**src/sv/trr_pkg.sv**
```systemverilog
// Shared types and constants for the trace ring recorder.
// Holds the beat structs, frame layout and configuration register codes.
// No dependencies.
`default_nettype none

package trr_pkg;

	// Default sizing of the ring and of one read burst.
	localparam int RING_DEPTH_DEF = 4096;
	localparam int MAX_READ_DEF   = 64;

	// Hash value that marks a zero-tick result.
	localparam logic [31:0] ZERO_TICK_HASH = 32'h005A_4E00;

	// Configuration register indexes.
	localparam int CFG_IDX_W = 3;
	localparam logic [CFG_IDX_W-1:0] CFG_OP_DISPATCH  = 3'd0;
	localparam logic [CFG_IDX_W-1:0] CFG_OP_EXECUTE   = 3'd1;
	localparam logic [CFG_IDX_W-1:0] CFG_OP_COMPLETE  = 3'd2;
	localparam logic [CFG_IDX_W-1:0] CFG_OP_ERROR     = 3'd3;
	localparam logic [CFG_IDX_W-1:0] CFG_OP_ZERO_TICK = 3'd4;
	localparam logic [CFG_IDX_W-1:0] CFG_OK_STATUS    = 3'd5;

	// Item modes.
	localparam logic MODE_RECORD = 1'b0;
	localparam logic MODE_READ   = 1'b1;

	// Input beat.
	typedef struct packed {
		logic        mode;
		logic [6:0]  read_count;
		logic [63:0] timestamp;
		logic [31:0] sig_num;
		logic [7:0]  signal_kind;
		logic [7:0]  signal_type;
		logic [7:0]  result_ticks;
		logic [31:0] run_hash;
		logic [7:0]  status;
		logic [7:0]  flags;
		logic [7:0]  tick_cost;
	} in_item_t;

	// Output beat.
	typedef struct packed {
		logic        frame_valid;
		logic        last;
		logic [63:0] out_timestamp;
		logic [31:0] out_sig_num;
		logic [31:0] out_hash;
		logic [7:0]  out_ticks;
		logic [7:0]  out_status;
		logic [7:0]  out_flags;
		logic [63:0] ops_low;
		logic [63:0] ops_high;
		logic [63:0] zero_tick_total;
	} out_item_t;

	// Current configuration register contents.
	typedef struct packed {
		logic [7:0] op_dispatch;
		logic [7:0] op_execute;
		logic [7:0] op_complete;
		logic [7:0] op_error;
		logic [7:0] op_zero_tick;
		logic [7:0] ok_status;
	} cfg_regs_t;

	// One stored frame, one memory word.
	typedef struct packed {
		logic [63:0] timestamp;
		logic [31:0] sig_num;
		logic [31:0] hash;
		logic [7:0]  flags;
		logic [7:0]  status;
		logic [7:0]  ticks;
		logic [63:0] ops_low;
		logic [63:0] ops_high;
	} frame_t;

endpackage

`default_nettype wire

```
**src/sv/trr_cfg_regs.sv**
```systemverilog
// Configuration register file of the trace ring recorder.
// Depends on trr_pkg for the register codes and the cfg_regs_t struct.
`default_nettype none

module trr_cfg_regs (
	input  wire logic                          clk,
	input  wire logic                          arst_n,
	input  wire logic                          cfg_valid,
	output logic                               cfg_ready,
	input  wire logic [trr_pkg::CFG_IDX_W-1:0] cfg_index,
	input  wire logic [7:0]                    cfg_data,
	output trr_pkg::cfg_regs_t                 regs
);
	import trr_pkg::*;

	cfg_regs_t regs_q;

	// Writes are always taken; an unknown index is dropped.
	assign cfg_ready = 1'b1;
	assign regs      = regs_q;

	// Register writes, reset to the default trace codes.
	always_ff @(posedge clk or negedge arst_n) begin
		if (!arst_n) begin
			regs_q.op_dispatch  <= 8'd1;
			regs_q.op_execute   <= 8'd2;
			regs_q.op_complete  <= 8'd3;
			regs_q.op_error     <= 8'd4;
			regs_q.op_zero_tick <= 8'd5;
			regs_q.ok_status    <= 8'd0;
		end else if (cfg_valid) begin
			case (cfg_index)
				CFG_OP_DISPATCH:  regs_q.op_dispatch  <= cfg_data;
				CFG_OP_EXECUTE:   regs_q.op_execute   <= cfg_data;
				CFG_OP_COMPLETE:  regs_q.op_complete  <= cfg_data;
				CFG_OP_ERROR:     regs_q.op_error     <= cfg_data;
				CFG_OP_ZERO_TICK: regs_q.op_zero_tick <= cfg_data;
				CFG_OK_STATUS:    regs_q.ok_status    <= cfg_data;
				default: begin
				end
			endcase
		end
	end

endmodule

`default_nettype wire

```
**config.mk**
```make
export PLATFORM = sky130hd
export DESIGN_NAME = trr_cfg_regs
export DESIGN_NICKNAME = d
export VERILOG_FILES = /design/src/sv/trr_pkg.sv /design/src/sv/trr_cfg_regs.sv
export SDC_FILE = /design/constraint.sdc
export NUM_CORES = 1
export LEC_CHECK = 0
export BUFFER_PORTS_ARGS = -buffer_cell sky130_fd_sc_hd__buf_4
export CORE_UTILIZATION = 43
export DETAILED_ROUTE_END_ITERATION = 16
export GPL_TIMING_DRIVEN = 0
export PLACE_DENSITY = 0.7
export SYNTH_ARGS = -nofsm -noshare
export SYNTH_HDL_FRONTEND = slang
export SYNTH_SLANG_ARGS = --single-unit
export TNS_END_PERCENT = 20
```
**constraint.sdc**
```tcl
create_clock -name clk -period 1.35 [get_ports clk]
set_input_delay 0.0675 -clock clk [delete_from_list [all_inputs] [get_ports clk]]
set_output_delay 0.0675 -clock clk [all_outputs]
set_load 0.01 [all_outputs]
```
## Word-level counts from Yosys, hierarchy flattened

Index checks and enable logic that the tools add are counted.

| word-level totals | value |
|---|---|
| flip-flop bits (word level) | 48 |
| latch bits | 0 |
| RAM bits | 0 |
| ROM bits | 0 |
| bits of input ports | 14 |
| output and inout port bits | 49 |
| word-level logic and storage cells | 18 |
| memories kept | 0 |

| cells by class | value |
|---|---|
| $add $sub $neg | 0 |
| $mul | 0 |
| div/mod/pow operators | 0 |
| $lt $le $gt $ge | 0 |
| eq/ne operators | 5 |
| shift operators | 0 |
| mux-type cells | 0 |
| bitwise gates (word level) | 0 |
| reduce and logical (&&, ||, !) cells | 7 |

Operators with widths:

| cell | count |
|---|---|
| AND reduction 2 bit | 6 |
| equality test 3 x 2 -> 1 bit, second input constant | 2 |
| equality test 3 bit, second input constant | 2 |
| equality test 3 x 1 -> 1 bit, second input constant | 1 |
| zero test 3 bit | 1 |

## Longest topological paths before layout

| logic depth | value |
|---|---|
| word-level depth | 2 |
| gate-level depth with buffers | 4 |
| gate-level depth less buffers | 2 |

## Worst setup path after synthesis

Ideal clock, no wire load.

| path | value |
|---|---|
| kind | in2reg |
| start point | input cfg_index[0] (netlist name) |
| end point | register regs_q, in the netlist regs[41] |
| library setup time | 0.125 ns |
| arrival | 1.032 ns |
| required time | 1.225 ns |
| slack | 0.193 ns |
| stages on the path | 3 |
| path buffers | 1 |
| path through | clkbuf_2 > nor4b_4 > mux2_2 |

| on the way | value |
|---|---|
| cells in the longest elaborated chain, start to end | 2 |

RTL lines:

| element | RTL line | text |
|---|---|---|
| start: declaration | trr_cfg_regs.sv:10 | `input wire logic [trr_pkg::CFG_IDX_W-1:0] cfg_index,` |
| zero test 3 bit | trr_cfg_regs.sv:32 | `case (cfg_index)` |
| AND reduction 2 bit (no line) | - |  |
| end: declaration | trr_cfg_regs.sv:16 | `cfg_regs_t regs_q;` |

Every way passes these cells.
A chain may end at the register's enable or synchronous reset.

## Worst setup path after layout

| path | value |
|---|---|
| start point | input cfg_index[0] (netlist name) |
| end point | register regs_q, in the netlist regs[47] |

The elaborated chain is that of the path after synthesis.

==> qor.txt <==
Top cells by area, synth -> dfrtp_1 55%, mux2_2 29%, dfstp_2 9.9%
CTS Buf Count -> 5
Die width -> 67.6 um
Highest Clock Rate -> 888 MHz
Syn-to-layout area delta -> 35.0%
Worst VDD drop -> 878 uV
Critical Path RT -> 1.53 ns
RSZ-0062 raised after global routing -> no
Reg-to-Reg End -> regs[38]
CTS max path bufs -> 2
Post-CTS sizing -> 0
Met3 Routed Length -> 217 um
Area of the core -> 4060 sq um
Tmin final -> 1.13 ns
Register-to-register setup slack -> 0.57 ns
Share of cells above drive strength 1 -> 72.9%
M1 wire length -> 1600 um
Non-filler cells, final -> 227
Wire per inst -> 16.6 um
Post-synth EDFFs -> 0
Synth warn -> 0
Area of the mapped netlist -> 1850 sq um
Layout Skew -> 0 ns
Slew Viols, Final -> 0
Pwr Density -> 1650 nW/um^2
Pin count of the biggest net entering global routing -> 49
Syn avg cell area -> 17.2 sq um
Comb pwr share -> 26.2%
Via count -> 1134
Diode count -> 0
Final ANT Viol Nets -> 0
Vias in the first global route -> 1090
Slew Limit Headroom -> 50.9%
Register bit total from synthesis -> 48
Final setup violation count -> 0
Crit. End Element -> flop
HP Class -> in -> reg
Die area -> 4580 sq um
Switching portion of total power -> 25.2%
CTS tree -> done
Starting density of the core -> 45.7%
DRT Pass-1 Iters -> 4
Remaining DRCs -> 0
Max FFs per register -> 48
Arrival @ worst endpoint -> 1.30 ns
Slowest stage delay, CP -> 0.69 ns
Syn nets -> 122
Nets -> 190
Clk sinks -> 48
Top FF cell, synth -> dfrtp_1
MaxCap Viol Count -> 0
Clock transition at path regs -> 0.08 ns
Total power draw -> 4.13 mW
Port Buf Inserts -> 60
Dominant cell type by area after synthesis -> dfrtp_1
Hold Path Origin -> cfg_data[0]
WHS Endpoint -> regs[0]
Sw power -> 1.04 mW
Worst-Skew Late Latency -> 0.29 ns
Most frequent cell after synthesis -> mux2_2
Die Y -> 67.6 um
Crit Path Category -> in -> reg
RePlAce Congestion -> 0.723
Cell breakdown of the critical path -> clkbuf_2 -> nor4b_4 -> mux2_2
WL final -> 3780 um
Post-synth top cells -> 48 x mux2_2, 41 x dfrtp_1, 7 x dfstp_2
# IOs -> 63
Final Cycle Share -> 83.5%
Initial antenna violation count -> 0
Cell count after synthesis -> 108
Async set-reset flop share out of synthesis -> 100%
DRT iter0 DRCs -> 47
Final hold viol count -> 0
CTS H-tree depth -> 2
GRT Total Usage -> 18.0%
Global route overflow -> 0
R2R depth -> 1
Row cnt -> 23
Clock Power Share -> 26.5%
Metal2 WL -> 1890 um
Cell variety after synth -> 10
Global-route wire length before repair -> 5650 um
Reg power frac -> 47.3%
Synth top area share -> 55.4%
Outcome -> completed
CP Launch Type -> primary input
Avg Vias per Cell -> 5.00
CTS root buffer -> clkbuf_8
Hold Path Depth -> 2
Hpwl dp -> 2680 um
Leak pwr -> 1.17 nW
Register area share after synthesis -> 65.3%
Cell Area, Placed -> 2370 sq um
Crit Reg-Reg Startpoint -> regs[38]
Worst setup path start -> cfg_index[0]
Crit-path max FO -> 8
Slew at the pin with the worst max-slew slack -> 0.734 ns
Placed cells -> 218
Int Pwr -> 3.09 mW
Finished Cell Area -> 2500 sq um
Slowest-stage cell, CP -> nor4b_4
Uppermost layer routed -> met4
-- routing by layer --
metal / track usage, % / vias to the layer above
met4: 8.78 / 0
met2: 29.1 / 36
met5: 0 / -
met3: 3.72 / 7
li1: - / 519
met1: 22.9 / 572
-- power groups by stage --
stage	clock (mW)	combinational (mW)	sequential, mW
finish	1.09	1.08	1.95
global route	1.18	1.16	2.00
CTS	1.12	1.10	1.96
floorplan	0	0.310	2.12
detailed placement	0	1.10	1.99
global placement	0	1.07	1.98
-- area by class of cell --
class / count / area, sq um
buffer: 5 / 27.5
fill: 321 / 1560
tap: 50 / 62.6
sequential: 48 / 1210
clock inverter: 1 / 30.0
timing repair buffer: 61 / 460
clock buffer: 7 / 96.3
multi-input combinational: 55 / 616
-- worst max path at each step --
stage,to,slack (ns)
final,regs[47],0.22
after global routing,regs[47],0.18
after CTS,regs[44],0.23
after detailed placement,regs[44],-0.09
after global placement,regs[41],-0.05
after floorplan,regs[41],0.19
-- cells by family (layout without fill, tap and decap cells) --
kind of cell	Yosys count	count (layout)	share of synthesized area [%]
multiplexers	48	48	29.2
buffers and inverters	5	74	1.49
flip-flops	48	48	65.3
other	1	1	0.202
AND/OR/NAND/NOR	6	6	3.85
-- critical path, delay by kind of cell --
kind / cells / cell delay (ns)
AND/OR/NAND/NOR: 1 / 0.69
multiplexers: 1 / 0.41
buffers and inverters: 1 / 0.14
-- repair_timing --
action                                 4_1_cts  5_1_grt
buffers inserted                             0        0
endpoints found under the hold margin       41        0
hold buffers                                 1        0
-- cells in the final DEF (no fill, tap or decap) --
master / instances
buf_2: 3
buf_4: 61
bufinv_16: 1
clkbuf_2: 1
clkbuf_8: 7
conb_1: 1
dfrtp_1: 41
dfstp_2: 7
dlygate4sd3_1: 1
mux2_2: 48
nand4b_1: 2
nor4b_4: 1
nor4bb_1: 3
-- per-stage QoR --
stage | TNS (ns) | setup slack, ns | util (%) | hold slack, ns
floorplan | 0 | 0.193 | - | -0.228
global placement | -0.343 | -0.0488 | 58.3 | 0.0998
detailed placement | -0.661 | -0.0933 | 58.3 | 0.112
CTS | 0 | 0.227 | 61.7 | 0.0377
global route | 0 | 0.181 | 61.7 | 0.0450
finish | 0 | 0.223 | 61.7 | 0.0463
(Power assumes the default switching activity.)
