### config.mk
export PLATFORM = sky130hd
export DESIGN_NAME = trr_frame_enc
export DESIGN_NICKNAME = d
export VERILOG_FILES = /design/src/sv/trr_pkg.sv /design/src/sv/trr_frame_enc.sv
export SDC_FILE = /design/constraint.sdc
export NUM_CORES = 1
export LEC_CHECK = 0
export BUFFER_PORTS_ARGS = -buffer_cell sky130_fd_sc_hd__buf_2
export CAP_MARGIN = 15
export CORE_AREA = 2 2 202 204
export DETAILED_ROUTE_END_ITERATION = 7
export DIE_AREA = 0 0 204 206
export GPL_TIMING_DRIVEN = 1
export PLACE_DENSITY = 0.35
export SYNTH_ARGS = -nofsm -noshare
export SYNTH_HDL_FRONTEND = slang
export SYNTH_SLANG_ARGS = --single-unit
### constraint.sdc
create_clock -name vclk -period 1.45
set_input_delay 0.0725 -clock vclk [all_inputs]
set_output_delay 0.0725 -clock vclk [all_outputs]
set_load 0.1 [all_outputs]
### src/sv/trr_pkg.sv
// Shared types and constants for the trace ring recorder.
// Holds the beat structs, frame layout and configuration register codes.
// No dependencies.
`default_nettype none

package trr_pkg;

	// Default sizing of the ring and of one read burst.
	localparam int RING_DEPTH_DEF = 4096;
	localparam int MAX_READ_DEF   = 64;

	// Hash value that marks a zero-tick result.
	localparam logic [31:0] ZERO_TICK_HASH = 32'h005A_4E00;

	// Configuration register indexes.
	localparam int CFG_IDX_W = 3;
	localparam logic [CFG_IDX_W-1:0] CFG_OP_DISPATCH  = 3'd0;
	localparam logic [CFG_IDX_W-1:0] CFG_OP_EXECUTE   = 3'd1;
	localparam logic [CFG_IDX_W-1:0] CFG_OP_COMPLETE  = 3'd2;
	localparam logic [CFG_IDX_W-1:0] CFG_OP_ERROR     = 3'd3;
	localparam logic [CFG_IDX_W-1:0] CFG_OP_ZERO_TICK = 3'd4;
	localparam logic [CFG_IDX_W-1:0] CFG_OK_STATUS    = 3'd5;

	// Item modes.
	localparam logic MODE_RECORD = 1'b0;
	localparam logic MODE_READ   = 1'b1;

	// Input beat.
	typedef struct packed {
		logic        mode;
		logic [6:0]  read_count;
		logic [63:0] timestamp;
		logic [31:0] sig_num;
		logic [7:0]  signal_kind;
		logic [7:0]  signal_type;
		logic [7:0]  result_ticks;
		logic [31:0] run_hash;
		logic [7:0]  status;
		logic [7:0]  flags;
		logic [7:0]  tick_cost;
	} in_item_t;

	// Output beat.
	typedef struct packed {
		logic        frame_valid;
		logic        last;
		logic [63:0] out_timestamp;
		logic [31:0] out_sig_num;
		logic [31:0] out_hash;
		logic [7:0]  out_ticks;
		logic [7:0]  out_status;
		logic [7:0]  out_flags;
		logic [63:0] ops_low;
		logic [63:0] ops_high;
		logic [63:0] zero_tick_total;
	} out_item_t;

	// Current configuration register contents.
	typedef struct packed {
		logic [7:0] op_dispatch;
		logic [7:0] op_execute;
		logic [7:0] op_complete;
		logic [7:0] op_error;
		logic [7:0] op_zero_tick;
		logic [7:0] ok_status;
	} cfg_regs_t;

	// One stored frame, one memory word.
	typedef struct packed {
		logic [63:0] timestamp;
		logic [31:0] sig_num;
		logic [31:0] hash;
		logic [7:0]  flags;
		logic [7:0]  status;
		logic [7:0]  ticks;
		logic [63:0] ops_low;
		logic [63:0] ops_high;
	} frame_t;

endpackage

`default_nettype wire

### src/sv/trr_frame_enc.sv
// Frame encoder: turns a record beat into the frame word stored in the ring.
// Depends on trr_pkg for the beat, frame and configuration types.
`default_nettype none

module trr_frame_enc (
	input  wire trr_pkg::in_item_t  item,
	input  wire trr_pkg::cfg_regs_t regs,
	output trr_pkg::frame_t         frame,
	output logic                    zero_tick
);
	import trr_pkg::*;

	logic       status_ok;
	logic [7:0] end_code;

	assign zero_tick = (item.result_ticks == 8'd0) && (item.run_hash == ZERO_TICK_HASH);
	assign status_ok = (item.status == regs.ok_status);
	assign end_code  = status_ok ? regs.op_complete : regs.op_error;

	// Normal frames carry the full op trace; zero-tick frames carry a marker.
	always_comb begin
		frame.timestamp = item.timestamp;
		frame.sig_num   = item.sig_num;
		if (zero_tick) begin
			frame.hash     = ZERO_TICK_HASH;
			frame.flags    = 8'd0;
			frame.status   = regs.ok_status;
			frame.ticks    = 8'd0;
			frame.ops_low  = {48'd0, item.signal_type, regs.op_zero_tick};
			frame.ops_high = 64'd0;
		end else begin
			frame.hash     = item.run_hash;
			frame.flags    = item.flags;
			frame.status   = item.status;
			frame.ticks    = item.tick_cost;
			frame.ops_low  = {end_code, item.run_hash, regs.op_execute,
				item.signal_kind, regs.op_dispatch};
			frame.ops_high = status_ok ? 64'd0 : {56'd0, item.status};
		end
	end

endmodule

`default_nettype wire

* Word-level counts from Yosys, hierarchy flattened *
Cells that the tools add are included.

word-level totals
  bits in registers = 0
  output and inout bits = 281
  logic and storage cells = 7

cells by class
  equality and inequality tests = 2
  multiplexer cells = 3
  reduce and logical (&&, ||, !) cells = 2

operator list
  kind                    count
  $mux W184               1
  $eq A32 B23 Y1 const B  1
  $mux W8                 2
  $eq A8 B8 Y1            1
  $logic_not A8 Y1        1
  $logic_and A1 B1 Y1     1

* Longest topological paths before layout *
Gate-level depths: netlist of run 1.

  word-level depth = 3
  depth in mapped cells = 5
  depth with buffers taken out = 4

* Worst setup path before layout of run 1 *
OpenSTA, ideal clock, no wires.

  kind = input port to output port
  start = input port item[41] in the netlist's numbering
  end = output port frame[7] in the netlist's numbering
  arrival = 3035 ps
  required time = 1378 ps
  path slack = -1658 ps
  stages = 5
  buffers on the path = 1
  cell sequence = nor4bb_1 -> nand4_1 -> nor3_4 -> buf_2 -> nor3b_1

RTL lines
  element      line                source
  from (decl)  trr_frame_enc.sv:6  input wire trr_pkg::in_item_t item,
  to (decl)    trr_frame_enc.sv:8  output trr_pkg::frame_t frame,

==> summary.txt, run 1 <==
Status - finished with violations
Failing checks - negative setup slack
Core region area - 40200 sq um
VDD IR max - 0.273 mV
Final cycle utilization of the critical path - 1.35
Final WL - 12300 microns
Multi-input logic area - 1600 sq um
Sequential area share after synthesis - 0
Post-DR wirelength/cell - 12.1 microns
CP top delay family - buffers and inverters
Drt pass-1 iters - 4
DRC - 0
Max-Cap Viols - 0
Critical path arrival - 1890 ps
Pin count of the biggest net entering global routing - 12
Pins Over Slew Limit - 0
Starting Density - 0.0588
Internal power - 0.764 mW
Crit start category - input port
Synth Warn # - 0
Fmax - 510 MHz
RSZ-0062 raised after global routing - yes
Crit path max-delay cell type - mux2_4
Crit path top cell by count - buf_12
Critical Path End Type - output pin
First-pass GRT wire length - 15900 microns
Syn_area_per_cell - 7.10 sq um
Number of distinct library cells after synthesis - 20
Critical Path RT - 1380 ps
Lkg Pwr - 2.43 nW
Number of clock buffers in the layout - 0
Sw frac - 0.755
Comb power frac - 1.000
Final setup violation count - 73
Max-slew headroom - 0.606
Critical path class - in -> out
FILL cells - 4591
Setup WS post-layout - -511 ps
Psw - 2.35 mW
Die width - 204 microns
Crit path largest cell delay - 330 ps
CP cell instances - buf_2 -> nor4_1 -> nand4_1 -> buf_4 -> nor3_4 -> buf_12 -> buf_16 -> mux2_4 -> buf_12
Routability Congestion - 0.718
Worst hold slack - 145 ps
Die Height - 206 microns
Vias per cell - 2.52
Rows - 74
Cell area power density - 604 nW/um^2
Final antenna-violating net count - 0
Gr usage total - 0.0517
Post-Place Setup Slack - -849 ps
Critical-path maximum fanout - 7
Die Area - 42000 sq um
Worst path buffer plus inverter count - 5
Clk pwr share - 0
Share of layout cells above drive strength 1 - 0.815
Seq Cell Count - 0
Vias in the first global route - 2379
Worst hold path class - in -> out
Initial antenna violation count - 2
Final design utilization - 0.128
Tmin final - 1960 ps
Grt total ovfl - 0
Hold Violations, Final - 0
Worst slew pin tran - 589 ps
Register area - 0 sq um
Detailed Place HPWL - 9760 microns
Flop pwr share - 0
Post-Synthesis Cells - 333
Ant. Diodes - 0
Synthesis-to-finish area growth - 118%
I/O pins - 513
Buffers on Ports - 257
Cell area after synthesis - 2360 sq um
Via count - 2563
Nets - 721
Initial DRC Count - 79
[cells in the final DEF, fill, tap and decap left out]
cell,count
nor2_1,1
nor2_4,1
o21ai_0,8
clkbuf_16,1
nor4bb_2,1
xnor2_1,8
nor2b_4,23
nor4_2,4
nor4b_2,1
nor3b_4,8
nor4_1,1
nor4b_4,1
buf_16,6
buf_8,7
nand3_1,8
buf_6,22
nand4_1,5
nor2b_2,9
buf_2,182
nor3_4,1
nor4bb_1,1
buf_12,56
and4_1,2
buf_4,42
conb_1,56
mux2_4,24
a21oi_4,8
[power by group through the flow]
stage / registers (mW) / logic (mW) / clock network (mW)
after CTS: 0 / 3.11 / 0
after detailed placement: 0 / 2.77 / 0
after global routing: 0 / 3.20 / 0
after global placement: 0 / 2.77 / 0
after floorplan: 0 / 3.69 / 0
final: 0 / 3.11 / 0
[kinds of logic after synthesis]
kind of cell              share of synthesized area
and+or+nand+nor                               0.187
AOI/OAI and AO/OA                            0.0339
other                                       0.00159
xor gates and xnor gates                     0.0296
muxes                                         0.114
buffers and inverters                         0.634
[worst paths after layout]
check / start / end / slack (ps) / cells after the start
worst min-delay path: item[121] / frame[225] / 150 / 0
worst max-delay path: item[51] / frame[142] / -510 / 9
[routing by layer]
| layer | track usage | vias up | wire, microns |
|---|---|---|---|
| li1 | - | 1131 | - |
| met1 | 0.0603 | 1166 | 4600 |
| met2 | 0.0886 | 232 | 6000 |
| met3 | 0.0194 | 34 | 1410 |
| met4 | 0.0140 | 0 | 333 |
| met5 | 0 | - | 0 |
[Yosys cell counts (all sizes together)]
| library cell | n | share of area |
|---|---|---|
| xnor2 | 8 | 0.030 |
| clkbuf | 35 | 0.056 |
| nor4bb | 2 | 0.0085 |
| o21ai | 8 | 0.017 |
| nor4b | 2 | 0.0074 |
| conb | 1 | 0.0016 |
| and4 | 2 | 0.0074 |
| nand4 | 5 | 0.013 |
| nor4 | 5 | 0.013 |
| nor3 | 1 | 0.0069 |
| a21oi | 8 | 0.017 |
| nor3b | 8 | 0.025 |
| nor2 | 2 | 0.0032 |
| buf | 182 | 0.58 |
| nand3 | 8 | 0.017 |
| nor2b | 32 | 0.085 |
| mux2 | 24 | 0.11 |
[through the flow]
step	std cells	area [sq um]	setup TNS, ps	power [mW]
floorplan	388	3000	-7180	3.69
CTS	1017	5060	-38480	3.11
detailed placement	1009	3880	-52880	2.77
global route	1019	5150	-38700	3.20
global placement	1009	3880	-53640	2.77
finish	1019	5150	-30750	3.11
[repair_timing]
item                                    4_1_cts  5_1_grt
buffers inserted                              4        2
cloned                                        4        1
pin swaps                                     8        3
hold buffers                                  0        0
endpoints found under the setup margin       73       73
gates resized for setup                     275       16
[area by class of cell]
type / instances / share of cell area
tap: 532 / 0.129
multi-input combinational: 171 / 0.310
timing repair buffer: 316 / 0.561
Power figures use the tool's default switching activity.
==> run 2, diff against run 1 <==
CORE_AREA = 2 2 201 203   (was 2 2 202 204)
DIE_AREA = 0 0 203 205   (was 0 0 204 206)
PLACE_DENSITY = 0.34   (was 0.35)
clock period = 1.9 ns   (was 1.45 ns; I/O delays follow)
==> run 2 against run 1 <==
Compared with the run above:
- count of clock-buffer cells in the layout stayed put
- die area fell by 0.97%
- total power fell by 26%
- final area is 7.4% lower
- sequential share of layout area stayed put
- highest routed layer is now met5
- the flow still finishes with violations (negative setup slack)
- first-iteration DRC count decreased by 3.8%
- critical path depth unchanged
- combinational power shrank 26%
==> summary.txt, run 2 (same netlist as run 1, synthesis figures left out) <==
Seq Cell Count - 0 (unchanged)
Die width - 203 microns (-0.49%)
Register area - 0 sq um (unchanged)
Routability Congestion - 0.670 (-6.7%)
Fmax - 502 MHz
Nets - 707 (-1.9%)
First-pass GRT wire length - 15500 microns (-2.2%)
Status - finished with violations
Critical path class - in -> out
Max-slew headroom - 0.650 (+0.0440)
Critical Path RT - 1800 ps (+420 ps)
Grt total ovfl - 0 (unchanged)
FILL cells - 4543 (-1.0%)
Synthesis-to-finish area growth - 102%
Die Area - 41600 sq um (-0.97%)
Final design utilization - 0.121 (-0.00700)
I/O pins - 513 (unchanged)
Flop pwr share - 0 (unchanged)
Pins Over Slew Limit - 0 (unchanged)
Critical path arrival - 1900 ps (about the same)
VDD IR max - 0.199 mV (-27%)
Clk pwr share - 0 (unchanged)
Most common cell after layout, fill and taps aside - buf_2
Initial antenna violation count - 2 (unchanged)
Post-DR wirelength/cell - 12.8 microns (+6.1%)
Final setup violation count - 52 (-29%)
Buffers on Ports - 257 (unchanged)
Vias per cell - 2.50 (-0.56%)
Via count - 2496 (-2.6%)
Die Height - 205 microns (-0.49%)
Finished Layout Cells - 998 (-2.1%)
RSZ-0062 raised after global routing - yes
Internal power - 0.510 mW (-33%)
Hold Violations, Final - 0 (unchanged)
Starting Density - 0.0600 (+0.00122)
Number of clock buffers in the layout - 0 (unchanged)
Vias in the first global route - 2337 (-1.8%)
Setup TNS - -2240 ps (+28510 ps)
Final cycle utilization of the critical path - 1.05
Post-Place Setup Slack - -506 ps (+344 ps)
Rows - 73 (-1.4%)
Final WL - 12800 microns (+3.9%)
Final antenna-violating net count - 0 (unchanged)
Comb power frac - 1.000 (about the same)
Lkg Pwr - 2.24 nW (-7.8%)
Failing checks - negative setup slack
Share of layout cells above drive strength 1 - 0.793 (-0.0224)
# hold bufs at CTS - 0 (unchanged)
Dpl cells - 984 (-2.5%)
Initial DRC Count - 76 (-3.8%)
Setup WS post-layout - -91.5 ps (+419 ps)
Sw frac - 0.778 (+0.0229)
Worst slew pin tran - 528 ps (-60.9 ps)
Max-Cap Viols - 0 (unchanged)
Cell area power density - 480 nW/um^2 (-20%)
Critical-path maximum fanout - 10 (+3)
Gr usage total - 0.0507 (-0.000957)
Worst hold path class - in -> out
Crit start category - input port
Tmin final - 1990 ps
Critical Path End Type - output pin
Drt pass-1 iters - 4 (unchanged)
DRC - 0 (unchanged)
Most frequent cells in the layout - 182 x buf_2, 56 x conb_1, 51 x buf_12
Psw - 1.78 mW (-24%)
Ant. Diodes - 0 (unchanged)
Pin count of the biggest net entering global routing - 21 (+9)
Core region area - 39400 sq um (-2.0%)
Detailed Place HPWL - 10000 microns (+2.6%)
run 2: cell count changes in the layout (fill, tap and decap cells not counted), sizes merged:
cell  change
buf      -14
run 2: power by group through the flow:
stage                     clock (mW)  sequential (mW)  combinational (mW)
final                              0                0                2.29
after global routing               0                0                2.35
after CTS                          0                0                2.22
after detailed placement           0                0                2.02
after global placement             0                0                2.02
after floorplan                    0                0                2.77
run 2: cell type report:
class / instances / area [sq um] / area share
Multi-Input combinational cell: 171 / 1380 / 0.289
Tap cell: 525 / 657 / 0.138
Timing Repair Buffer: 302 / 2740 / 0.574
run 2: repair_timing:
| action | CTS | global route |
|---|---|---|
| endpoints found under the setup margin | 73 | 73 |
| cloned | 4 | 2 |
| resized for setup | 231 | 83 |
| setup buffers | 6 | 4 |
| pin swaps | 2 | 3 |
run 2: routing by layer:
| layer | wire length (microns) | vias up | track usage |
|---|---|---|---|
| li1 | - | 1103 | - |
| met1 | 4650 | 1095 | 0.0554 |
| met2 | 6190 | 250 | 0.0875 |
| met3 | 1590 | 44 | 0.0234 |
| met4 | 368 | 4 | 0.0156 |
| met5 | 26 | - | 0 |
run 2: stage by stage:
step | power [mW] | hold slack [ps] | cell area, sq um
2_1_floorplan | 2.77 | 402 | 2670
3_3_place_gp | 2.02 | 191 | 3400
3_5_place_dp | 2.02 | 191 | 3400
4_1_cts | 2.22 | 191 | 4390
5_1_grt | 2.35 | 190 | 4770
6_report | 2.29 | 190 | 4770
run 2: final timing paths:
path                   from          to  slack [ps]  cells after the start
setup / recovery   item[31]   frame[65]         -90                      9
hold / removal    item[121]  frame[225]         190                      0
run 2: critical path: stages:
cell and delay [ps]:
buf_8 100, nor4b_4 270, buf_4 180, nand4_1 160, nor3_4 220, buf_6 160
buf_12 140, mux2_2 350, buf_6 190
==> run 3, diff against run 2 <==
ABC_AREA = 1   (was not set)
CORE_AREA = 2 2 197 199   (was 2 2 201 203)
DIE_AREA = 0 0 199 201   (was 0 0 203 205)
PLACE_DENSITY = 0.36   (was 0.34)
REMOVE_ABC_BUFFERS = 1   (was not set)
==> run 3 against run 2 <==
Compared with the run above:
- the run now ends clean
- combinational power down 6%
- first-iteration DRC count up 55%
- die area decreased by 3.9%
- largest power group unchanged
- critical path depth is the same
- total power decreased by 5.7%
- utilization is 1.6 points lower
- maximum frequency increased by 11%
- synthesized area rose by 17%
- highest routed layer unchanged
- flip-flop and latch count unchanged
- synthesized cell count up 58%
==> summary.txt, run 3 <==
Crit path max-delay cell type - o21ai_0
Post-Place Setup Slack - -1.61 ps (+504 ps)
Crit path top cell by count - nand2_1
Status - finished clean
Post-cts resize count - 1 (-99.6%)
Cell area after synthesis - 2760 sq um (+17%)
Die width - 199 microns (-2.0%)
GR Util met2 - 0.180 (+0.0926)
CP top delay family - simple AND/OR/NAND/NOR gates
Nets - 866 (+22%)
Hold Violations, Final - 0 (unchanged)
Buffers on Ports - 257 (unchanged)
Most frequent cell after synthesis - buf_4
Number of clock buffers in the layout - 0 (unchanged)
Worst path buffer plus inverter count - 3 (-2)
Critical path class - in -> out
Pins Over Slew Limit - 0 (unchanged)
First-pass GRT wire length - 31600 microns (+100%)
Final setup violation count - 0 (-100%)
Most frequent cells in the layout - 224 x buf_2, 113 x nand2_1, 81 x nor2_1
Starting Density - 0.0723 (+0.0123)
Finished Layout Cells - 1158 (+16%)
Met1 global-route usage - 0.108 (+0.0524)
Vias in the first global route - 2840 (+22%)
Post-synth top area share - 0.480 (-0.0826)
Worst slew pin tran - 593 ps (+65.0 ps)
Top cells by count, synth - 176 x buf_4, 113 x nand2_1, 83 x nor2_1
Leading area contributor after synthesis - buf_4
Seq Cell Count - 0 (unchanged)
Drt pass-1 iters - 4 (unchanged)
Synth top area cells - buf_4 48%, nand2_1 15%, nor2_1 11%, inv_1 9.9%, clkbuf_1 4.6%
Worst hold path class - in -> out
DRC - 0 (unchanged)
Rows - 72 (-1.4%)
Dpl cells - 1150 (+17%)
Worst hold slack - 191 ps (+0.635 ps)
Detailed Place HPWL - 24900 microns (+150%)
Final cycle utilization of the critical path - 0.943 (-0.105)
Sequential area share after synthesis - 0 (unchanged)
Initial antenna violation count - 9 (+7)
Vias per cell - 2.83 (+13%)
Synthesis-to-finish area growth - 46.0%
Routability Congestion - 0.721 (+7.7%)
Most common cell after layout, fill and taps aside - buf_2
Cell area power density - 538 nW/um^2 (+12%)
Grt total ovfl - 0 (unchanged)
FILL cells - 4528 (-0.33%)
Post-DR wirelength/cell - 23.3 microns (+81%)
Met3 Usage GRT - 0.169 (+0.145)
Register area - 0 sq um (unchanged)
Setup repair bufs after CTS - 0 (-6)
Share of layout cells above drive strength 1 - 0.443 (-0.350)
Final WL - 27000 microns (+110%)
Gr usage total - 0.125 (+0.0745)
RSZ-0062 raised after global routing - no
Post-Synthesis Cells - 525 (+58%)
Critical-path maximum fanout - 16 (+6)
Crit path largest cell delay - 310 ps (-40 ps)
Final antenna-violating net count - 0 (unchanged)
Number of distinct library cells after synthesis - 16 (-20%)
Setup WS post-layout - 108 ps (+199 ps)
CP cell instances - buf_2 -> nor2_1 -> nand2_1 -> nor2_2 -> nand3_2 -> buf_4 -> o21ai_0 -> nand2_1 -> buf_12
Critical path arrival - 1700 ps (-200 ps)
Fmax - 558 MHz (+11%)
VDD IR max - 0.237 mV (+19%)
Max-Cap Viols - 0 (unchanged)
# hold bufs at CTS - 0 (unchanged)
Initial DRC Count - 118 (+55%)
Synth Warn # - 0 (unchanged)
Pin count of the biggest net entering global routing - 29 (+38%)
Crit start category - input port
GRT busiest layer - met2
Core region area - 38100 sq um (-3.2%)
Die Area - 40000 sq um (-3.9%)
Critical Path End Type - output pin
I/O pins - 513 (unchanged)
Tmin final - 1790 ps (-199 ps)
Syn_area_per_cell - 5.25 sq um (-26%)
Lkg Pwr - 2.32 nW (+3.6%)
Max-slew headroom - 0.603 (-0.0472)
Critical Path RT - 1800 ps (about the same)
Die Height - 201 microns (-2.0%)
Via count - 3282 (+31%)
-- run 3: final cells by class --
cell class         count  area [sq um]  share of cell area
repair buffers       270          1910               0.474
well taps            518           648               0.161
diodes                 8          20.0             0.00498
inverters             73           274              0.0681
multi-input cells    289          1170               0.291
-- run 3: through the flow --
step | power, mW | utilization | cell area (sq um) | TNS [ps]
after global placement | 2.17 | 0.105 | 3990 | -1.58
final | 2.16 | 0.106 | 4020 | 0
after CTS | 2.18 | 0.105 | 4000 | 0
after detailed placement | 2.17 | 0.105 | 3990 | -1.61
after floorplan | 1.20 | - | 1440 | -42490
after global routing | 2.23 | 0.105 | 4010 | 0
-- run 3: worst paths after layout --
path / startpoint / end / slack [ps] / cells after the start
max: item[53] / frame[79] / 110 / 9
min: item[147] / frame[251] / 190 / 0
-- run 3: routing by layer --
metal,part of all wire,vias to the layer above
li1,-,1494
met1,0.31,1378
met2,0.40,390
met3,0.28,10
met4,0.0011,10
met5,0.0086,-
-- run 3: kinds of logic after synthesis --
group,synth area share
compound gates,0.0291
xor+xnor,0.00318
buf+inv,0.651
other cells,0.00136
simple gates,0.315
-- run 3: report_power, final --
part	switching (mW)	leakage, nW	total, mW	internal (mW)
Clock	0	0.0000507	0.000000566	0.000000566
Sequential	0	0	0	0
Combinational	1.81	2.32	2.16	0.357
Total	1.81	2.32	2.16	0.357
